$ cat config.mk
export PLATFORM = sky130hd
export DESIGN_NAME = serial_midi_to_usb_midi_packetizer
export DESIGN_NICKNAME = d
export VERILOG_FILES = /design/src/hw/rtl/smup_pkg.sv /design/src/hw/rtl/smup_parse_core.sv /design/src/hw/rtl/serial_midi_to_usb_midi_packetizer.sv
export VERILOG_INCLUDE_DIRS = /design/src /design/src/hw/rtl
export SDC_FILE = /design/constraint.sdc
export NUM_CORES = 1
export LEC_CHECK = 0
export BUFFER_PORTS_ARGS = -buffer_cell sky130_fd_sc_hd__buf_2
export CAP_MARGIN = 20
export CORE_MARGIN = 10
export CORE_UTILIZATION = 58
export DETAILED_ROUTE_END_ITERATION = 8
export PLACE_DENSITY = 0.8
export SLEW_MARGIN = 20
export SYNTH_ARGS = -nofsm -noshare
export SYNTH_HDL_FRONTEND = slang
export SYNTH_SLANG_ARGS = --single-unit
export TNS_END_PERCENT = 20
$ cat constraint.sdc
create_clock -name clk -period 3.9 [get_ports clk]
set_input_delay 0.39 -clock clk [delete_from_list [all_inputs] [get_ports clk]]
set_output_delay 0.39 -clock clk [all_outputs]
set_load 0.02 [all_outputs]
$ cat src/hw/rtl/serial_midi_to_usb_midi_packetizer_assert.svh
// assertion macros shared by the packetizer rtl
`ifndef SERIAL_MIDI_TO_USB_MIDI_PACKETIZER_ASSERT_SVH
`define SERIAL_MIDI_TO_USB_MIDI_PACKETIZER_ASSERT_SVH

// same-cycle implication, checked out of reset
`define SMUP_ASSERT_IMP(label, clk, rst, ante, cons, msg) \
  label: assert property (@(posedge clk) disable iff (rst) (ante) |-> (cons)) \
    else $error(msg);

// next-cycle implication, checked out of reset
`define SMUP_ASSERT_NXT(label, clk, rst, ante, cons, msg) \
  label: assert property (@(posedge clk) disable iff (rst) (ante) |=> (cons)) \
    else $error(msg);

`endif

$ cat src/hw/rtl/smup_pkg.sv
// types and constants of the serial midi to usb-midi packetizer
`default_nettype none

package smup_pkg;

  localparam logic [7:0] REALTIME_MIN = 8'hF8;
  localparam logic [7:0] SYSEX_START  = 8'hF0;
  localparam logic [7:0] SYSEX_END    = 8'hF7;
  localparam logic [7:0] STATUS_MIN   = 8'h80;
  localparam logic [3:0] CIN_SYSEX    = 4'h4;
  localparam logic [3:0] CIN_REALTIME = 4'hF;

  typedef struct packed {
    logic [3:0] code_index;
    logic [7:0] byte1;
    logic [7:0] byte2;
    logic [7:0] byte3;
  } packet_t;

  // message length from the status high nibble
  function automatic logic [1:0] length_of_status(input logic [7:0] status);
    logic [1:0] len;
    case (status[7:4])
      4'h8, 4'h9, 4'hA, 4'hB, 4'hE: len = 2'd3;
      4'hC, 4'hD: len = 2'd2;
      4'hF: len = 2'd1;
      default: len = 2'd0;
    endcase
    return len;
  endfunction

endpackage

`default_nettype wire

$ cat src/hw/rtl/smup_parse_core.sv
// parser state and per-byte packet assembly
`default_nettype none
`include "serial_midi_to_usb_midi_packetizer_assert.svh"

module smup_parse_core
  import smup_pkg::*;
(
  input  wire logic       clk,
  input  wire logic       rst,
  input  wire logic       step,
  input  wire logic [7:0] midi_byte,
  output logic            pkt_valid,
  output packet_t         pkt
);

  logic       in_sysex;
  logic [1:0] byte_position;
  logic [1:0] expected_length;
  logic [7:0] held [3];

  logic       in_sysex_next;
  logic [1:0] byte_position_next;
  logic [1:0] expected_length_next;
  logic [7:0] held_next [3];

  logic       is_rt;
  logic       is_status;
  logic       is_start;
  logic       is_end;
  logic       is_stray;
  logic       sx_a;
  logic [1:0] pos_a;
  logic [1:0] pos_b;

  assign is_rt     = midi_byte >= REALTIME_MIN;
  assign is_status = midi_byte >= STATUS_MIN;
  assign is_start  = midi_byte == SYSEX_START;
  assign is_end    = midi_byte == SYSEX_END;
  assign is_stray  = !is_status && byte_position == 2'd0 && !in_sysex;

  // sysex flag and position after the status handling, before the byte is held
  assign sx_a  = is_start ? 1'b1 : (is_end ? 1'b0 : in_sysex);
  assign pos_a = (is_status && !is_end) ? 2'd0 : byte_position;
  assign pos_b = (pos_a == 2'd3) ? 2'd3 : 2'(pos_a + 2'd1);

  always_comb begin
    in_sysex_next        = in_sysex;
    byte_position_next   = byte_position;
    expected_length_next = expected_length;
    held_next            = held;
    pkt_valid            = 1'b0;
    if (step) begin
      if (is_rt) begin
        held_next[0]       = midi_byte;
        held_next[1]       = 8'h00;
        held_next[2]       = 8'h00;
        byte_position_next = 2'd0;
        pkt_valid          = 1'b1;
      end else if (!is_stray) begin
        in_sysex_next      = sx_a;
        byte_position_next = pos_b;
        if (is_status && !is_start && !is_end) begin
          expected_length_next = length_of_status(midi_byte);
        end
        if (pos_a != 2'd3) begin
          held_next[pos_a] = midi_byte;
        end
        if (sx_a) begin
          if (pos_b == 2'd3) begin
            pkt_valid          = 1'b1;
            byte_position_next = 2'd0;
          end
        end else if (is_end) begin
          pkt_valid          = 1'b1;
          byte_position_next = 2'd0;
        end else if (pos_b == expected_length_next) begin
          pkt_valid          = 1'b1;
          // status stays held for running status
          byte_position_next = 2'd1;
        end
        // unused packet bytes are cleared and stay cleared
        if (pkt_valid && !sx_a) begin
          for (int i = 0; i < 3; i++) begin
            if (2'(i) >= pos_b) begin
              held_next[i] = 8'h00;
            end
          end
        end
      end
    end
  end

  always_comb begin
    pkt.byte1 = held_next[0];
    pkt.byte2 = held_next[1];
    pkt.byte3 = held_next[2];
    if (is_rt) begin
      pkt.code_index = CIN_REALTIME;
    end else if (sx_a) begin
      pkt.code_index = CIN_SYSEX;
    end else if (is_end) begin
      pkt.code_index = CIN_SYSEX + {2'b00, pos_b};
    end else begin
      pkt.code_index = held_next[0][7:4];
    end
  end

  always_ff @(posedge clk) begin
    if (rst) begin
      in_sysex        <= 1'b0;
      byte_position   <= 2'd0;
      expected_length <= 2'd0;
      held[0]         <= 8'h00;
      held[1]         <= 8'h00;
      held[2]         <= 8'h00;
    end else begin
      in_sysex        <= in_sysex_next;
      byte_position   <= byte_position_next;
      expected_length <= expected_length_next;
      held            <= held_next;
    end
  end

  `SMUP_ASSERT_NXT(a_rt_clears_pos, clk, rst, step && is_rt, byte_position == 2'd0, "real-time byte left a byte position")
  `SMUP_ASSERT_NXT(a_start_opens_sysex, clk, rst, step && is_start, in_sysex, "sysex start did not open sysex")
  `SMUP_ASSERT_IMP(a_stray_no_packet, clk, rst, step && is_stray, !pkt_valid, "stray data byte made a packet")

endmodule

`default_nettype wire

$ cat src/hw/rtl/serial_midi_to_usb_midi_packetizer.sv
// serial midi byte stream to usb-midi event packet converter, top level
// input channel: one serial midi byte per request on midi_byte, with in_valid
//   and in_stall; a byte is taken at a clock edge with in_valid high and
//   in_stall low
// output channel: one usb-midi event packet per request (code_index on cable
//   zero plus packet_byte1..3, unused bytes zero), with out_valid and out_stall
// a byte makes zero or one packet: real-time bytes pass at once, channel and
//   system common messages come out when complete with running status kept,
//   sysex goes out in groups of three and is closed by f7
// a byte sits in the input register until the parse step runs, where it is
//   parsed against the running state and lands in the output register
// throughput: one byte per cycle while out_stall does not hold the output
//   register, set by the single parse step between the input and output registers
// reset (rst, synchronous): clears the valid flags of both registers, the sysex
//   flag, the byte position, the expected length and the held bytes
// out_stall holds a valid output register; a byte in the input register then
//   waits and in_stall rises, so one byte and one packet are held meanwhile
`default_nettype none
`include "serial_midi_to_usb_midi_packetizer_assert.svh"

module serial_midi_to_usb_midi_packetizer
  import smup_pkg::*;
(
  input  wire logic       clk,
  input  wire logic       rst,
  input  wire logic       in_valid,
  output logic            in_stall,
  input  wire logic [7:0] midi_byte,
  output logic            out_valid,
  input  wire logic       out_stall,
  output logic [3:0]      code_index,
  output logic [7:0]      packet_byte1,
  output logic [7:0]      packet_byte2,
  output logic [7:0]      packet_byte3
);

  logic       s1_valid;
  logic [7:0] s1_byte;
  logic       advance;
  logic       pkt_valid;
  packet_t    pkt;
  packet_t    out_pkt;

  // the parse step runs whenever the output register can take its result
  assign advance  = !out_valid || !out_stall;
  assign in_stall = s1_valid && !advance;

  smup_parse_core u_core (
    .clk       (clk),
    .rst       (rst),
    .step      (s1_valid && advance),
    .midi_byte (s1_byte),
    .pkt_valid (pkt_valid),
    .pkt       (pkt)
  );

  always_ff @(posedge clk) begin
    if (rst) begin
      s1_valid <= 1'b0;
    end else if (!in_stall) begin
      s1_valid <= in_valid;
    end
  end

  always_ff @(posedge clk) begin
    if (in_valid && !in_stall) begin
      s1_byte <= midi_byte;
    end
  end

  always_ff @(posedge clk) begin
    if (rst) begin
      out_valid <= 1'b0;
    end else if (advance) begin
      out_valid <= s1_valid && pkt_valid;
    end
  end

  always_ff @(posedge clk) begin
    if (advance && s1_valid && pkt_valid) begin
      out_pkt <= pkt;
    end
  end

  assign code_index   = out_pkt.code_index;
  assign packet_byte1 = out_pkt.byte1;
  assign packet_byte2 = out_pkt.byte2;
  assign packet_byte3 = out_pkt.byte3;

  `SMUP_ASSERT_IMP(a_stall_needs_held_byte, clk, rst, in_stall, s1_valid && out_valid, "empty stall")

endmodule

`default_nettype wire

# == Word-level counts from Yosys, hierarchy flattened ==
# Memories as Yosys holds them, arrays and structs flattened. A register that Yosys moved wholly into a read port is not among the register bits.
# Cells that the tools add are included.
# Widths: inputs -> output; s select.
# word_totals
ff_bits,67
mem_bits_ro,32
inputBits,12
output_inout_bits,30
wordCells,98
memories,1
# op_classes
n_addsub,2
magnitude_cmp,7
n_eq_ne,7
mux,38
n_bitwise,3
n_reduce_logical,26
# memory_table
memory,words,width,rd,rd_ports_with_merged_regs,wr,line,rtl
(name not given),16,2,1,1,0,smup_pkg.sv:23,case (status[7:4])
# ops
operator,count
$mux 24,5
$mux 8,4
$bwmux 24,1
$mux 2,12
$demux 8 s2,1
$eq 8x8->1 const B,2
$ge 8x8->1 const B,2
$logic_and 1x1->1,12
$mux 1,12
$mux 4,3
$logic_not 1->1,9
$add 3x2->4 const A,1
$eq 2x2->1 const B,2
$ge 1x2->1 const A,2
$ge 3x3->1 const B,1
$lt 3x1->1 const B,1
$not 2->3,1
$reduce_and 3->1,1
$add 2x1->2 const B,1
$eq 2x2->1,1
$ge 2x2->1 const A,1
$logic_not 2->1,1
$ne 2x1->1 const B,1
$ne 2x2->1 const B,1
other kinds (4),5

# == Depth between registers and ports, before layout ==
# depth
ltp_word,22
depth_mapped,9
depth_no_buf,6

# == Cells and area by module ==
# From an unflattened synthesis, not the netlist that was laid out.
# unflattened
cells_unflattened,282
hier_area_um2,3031.7
# modules_own_cells
module,instances,cells_per_inst,area_each_um2,seq_area_each_um2
smup_parse_core,1,234,1856.8,580.6
serial_midi_to_usb_midi_packetizer,1,48,1174.9,1121.1

# == Worst setup path before layout ==
# OpenSTA, ideal clock, no wires.
# synth_timing
kind,flip-flop to flip-flop
startpoint,register s1_byte[2]
endpoint,"register out_pkt, in the netlist code_index[0], enable pin"
setup_ns,0.386
arrival_time_ns,2.319
required_time_ns,3.514
slack_ns,1.194
stages_incl_launch_ff,8
n_path_buf,1
synth_period_minus_slack_ns,2.706
cell_sequence,edfxtp_1 > and3_4 > buf_6 > o21a_4 > a211oi_2 > xnor2_1 > nor2_1 > o21a_1
# synth_via
elab_chain_len,19
elab_cells_between_ends,35
classes_between,1 x add/sub; 2 x order compare; 5 x eq/ne; 18 x mux; 9 x reduce/logical
# synth_lines
item,line,rtl
from (decl),serial_midi_to_usb_midi_packetizer.sv:38,logic [7:0] s1_byte;
from (signal assigned),serial_midi_to_usb_midi_packetizer.sv:67,s1_byte <= midi_byte;
branches (longest 16 deep; another with $ge 8x8->1),-,
$mux 1 (*),smup_parse_core.sv:53,if (is_rt) begin
$mux 1 (*),smup_parse_core.sv:52,if (step) begin
$logic_and 1x1->1 (*),serial_midi_to_usb_midi_packetizer.sv:80,if (advance && s1_valid && pkt_valid) begin
to (signal assigned),serial_midi_to_usb_midi_packetizer.sv:81,out_pkt <= pkt;
to (decl),serial_midi_to_usb_midi_packetizer.sv:42,packet_t out_pkt;
# Every way passes the cells marked *. The select of a mux whose other input is x is not followed.
# A chain may end at the register's enable or synchronous reset.

# == Worst setup path in the final report ==
# layout_timing
startpoint,register s1_byte[3]
endpoint,"register out_pkt, in the netlist packet_byte3[5], enable pin"
# Same word-level chain as after synthesis.

==> results.py <==
metrics = {
    "die": {
        "die-area_um2": 8645,
        "initial_core_util_pct": 60.10,
        "fp-row-count": 26,
        "io_pins": 42,
        "die_w_um": 92.98,
        "die_y_um": 92.98,
        "coreArea_um2": 5140,
    },
    "global_route": {
        "antenna_found_initial": 0,
        "grt_pass1_wl_mm": 11.10,
        "grt_usage_pct": 15.98,
        "grt_pass1_vias": 2181,
        "grt_max_degree": 29,
        "grt_overflow": 0,
    },
    "worst_setup_path": {
        "cp-startpoint": "s1_byte[3]",
        "start_kind": "register",
        "crit_end": "packet_byte3[5]",
        "critical-path-top-delay-family": "simple AND/OR/NAND/NOR gates",
        "cp_num_cells": 7,
        "crit_chain": "and4b_1 -> o22ai_1 -> a211oi_2 -> xnor2_1 -> nor2_1 -> o21a_1 -> buf_4",
        "reg2reg_from": "s1_byte[3]",
        "r2r-end": "packet_byte3[5]",
        "path_buf_inv": 1,
        "worstPathRequired_ns": 3.91,
        "r2r_cells": 7,
        "arrival_ns": 2.68,
        "path_class": "register to register",
        "end_kind": "register",
        "critPathMaxFanout": 28,
        "crit_slowest_cell": "and4b_1",
        "reg2reg_slack_ns": 1.24,
        "slowest_delay_ns": 0.51,
    },
    "routing": {
        "drc": 0,
        "ant_nets": 0,
        "dr.pass1.iters": 5,
        "wl_met3_um": 616,
        "wl_mm": 6.877,
        "vias": 2429,
        "wire_per_inst_um": 17.68,
        "top_layer_used": "met4",
        "drt-vias-per-instance": 6.244,
        "first_iter_violations": 313,
        "drt-met1-wl_mm": 3.037,
        "wl_met2_mm": 3.105,
    },
    "clock_network": {
        "ctsRootBufferMaster": "clkbuf_8",
        "cts_buffers": 9,
        "h-tree-depth": 3,
        "cts_resized": 0,
        "cts_post_setup_buffers_inserted": 0,
        "clk_latency_ns": 0.35,
        "cts_tree": "built",
        "clock-sinks": 69,
        "hold_buffers": 0,
        "cts_buffer_depth": 2,
        "clkTransAtPathRegs_ns": 0.07,
    },
    "yosys": {
        "synthFlopType": "edfxtp_1",
        "ys_types": 57,
        "synth_cells": 271,
        "synth_area_leaders": "edfxtp_1 (35%), dfxtp_1 (21%), a21oi_1 (4.1%)",
        "ys_seq_elements": 69,
        "synth_top_area_cell": "edfxtp_1",
        "synthArstFlopShare_pct": 0,
        "yosys-top-cells-count": "edfxtp_1 (36), dfxtp_1 (33), a21oi_1 (25)",
        "yosys_warnings": 0,
        "yosysTopAreaCellShare_pct": 34.99,
        "syn_area_per_cell_um2": 11.40,
        "syn_area_um2": 3089,
        "synth_nets": 283,
        "synth.most_common_cell": "edfxtp_1",
        "yosysSeqAreaShare_pct": 56.38,
        "synth_edf_count": 36,
    },
    "placed_design": {
        "post-dp-hpwl_mm": 4.715,
        "placed_area_um2": 3326,
        "placement.io_buffers": 41,
        "gp_congestion": 0.9058,
    },
    "final_layout": {
        "post-route-util_pct": 68.48,
        "fillers": 393,
        "drive_gt1_share_pct": 25.71,
        "diodes": 0,
        "area_delta_synth_final_pct": 13.93,
        "multi_input_area_um2": 1220,
        "fin_nets": 326,
        "seqCellArea_um2": 1742,
        "final_cell_area_um2": 3520,
    },
    "timing": {
        "layout_min_cycle_time_ns": 2.663,
        "rsz0062_at_grt": "no",
        "fin_skew_ns": 0.008237,
        "fin_crit_sh_pct": 68.29,
        "tightest_slew_ns": 0.6841,
        "relSlewSlack_pct": 54.19,
        "tns_ns": 0,
        "max_freq_ghz": 0.3755,
        "setup_violations": 0,
        "slew_violations": 0,
        "hold_viol": 0,
    },
    "power_and_ir_drop": {
        "power_mw": 1.513,
        "p_leak_nw": 1.289,
        "power.density_nw_per_um2": 429.8,
        "max-vdd-ir-drop_mv": 0.3428,
    },
    "worst_hold_path": {
        "worstHoldPathCells": 1,
        "hold_class": "input pin to register",
    },
    "run_status": {
        "outcome": "finished, final reports clean",
    },
    "run": {
        "max-cap-violations": 0,
    },
}
sequential cells by signal, indices dropped and copies added, names as in the netlist, named ones only:
signal and count:
s1_valid 1, u_core.byte_position 2, s1_byte 8, u_core.expected_length 2, u_core.in_sysex 1, u_core.held 24
code_index 4, packet_byte1 8, packet_byte3 8, out_valid 1, packet_byte2 8
report_power, final:
part           internal [mW]  switching, mW  total (mW)
Clock                  0.312          0.266       0.578
Sequential             0.785         0.0187       0.803
Combinational         0.0433         0.0881       0.131
Total                   1.14          0.373        1.51
worst min-delay path by stage:
stage	start	to	slack, ns
finish	midi_byte[1]	s1_byte[1]	0.22
global placement	u_core.held[23]	u_core.held[23]	0.52
detailed placement	u_core.held[23]	u_core.held[23]	0.51
floorplan	u_core.held[21]	u_core.held[21]	0.48
CTS	midi_byte[0]	s1_byte[0]	0.21
global route	midi_byte[0]	s1_byte[0]	0.21
layout by cell type, fill, tap and decap left out, types with 8 or more instances in the layout:
master,n
a22oi_1,8
a311oi_1,9
inv_1,11
buf_2,41
dfxtp_1,33
nor2_1,13
clkbuf_8,10
a21oi_1,25
nand3_1,9
nand2_1,19
edfxtp_1,36
a31oi_1,11
a211oi_1,11
metal layers:
metal | GRT usage [%] | vias to the layer above
met2 | 23.48 | 123
met3 | 5.835 | 12
met5 | 0 | -
met1 | 21.51 | 1154
met4 | 4.756 | 0
li1 | - | 1140
stage by stage:
stage / setup WS [ns] / hold slack, ns / instances
floorplan: 1.194 / 0.4755 / 271
global placement: 1.253 / 0.5198 / 372
detailed placement: 1.291 / 0.5139 / 373
CTS: 1.239 / 0.2110 / 389
global route: 1.075 / 0.2134 / 389
finish: 1.237 / 0.2189 / 389
worst register-to-register path, delay by kind of cell, from the launching register on:
| kind | cells | cell delay, ns |
|---|---|---|
| flip-flops | 1 | 0.50 |
| buffers and inverters | 1 | 0.33 |
| AO/OA/AOI/OAI | 3 | 0.56 |
| XOR/XNOR | 1 | 0.16 |
| AND/OR/NAND/NOR | 2 | 0.75 |
logic make-up after synthesis:
logic type	Yosys count	share of synthesized area, %
xor+xnor	2	0.8102
compound gates	99	23.69
flops	69	56.38
simple gates	70	12.56
buf+inv	24	4.131
mux	7	2.430
final cells by class:
type	instances	area share (%)
inverter	11	1.173
clock buffer	12	4.124
tap	70	2.488
timing repair buffer	45	6.683
multi-input combinational	178	34.66
sequential	69	49.48
clock inverter	4	1.386
Power figures use the tool's default switching activity.
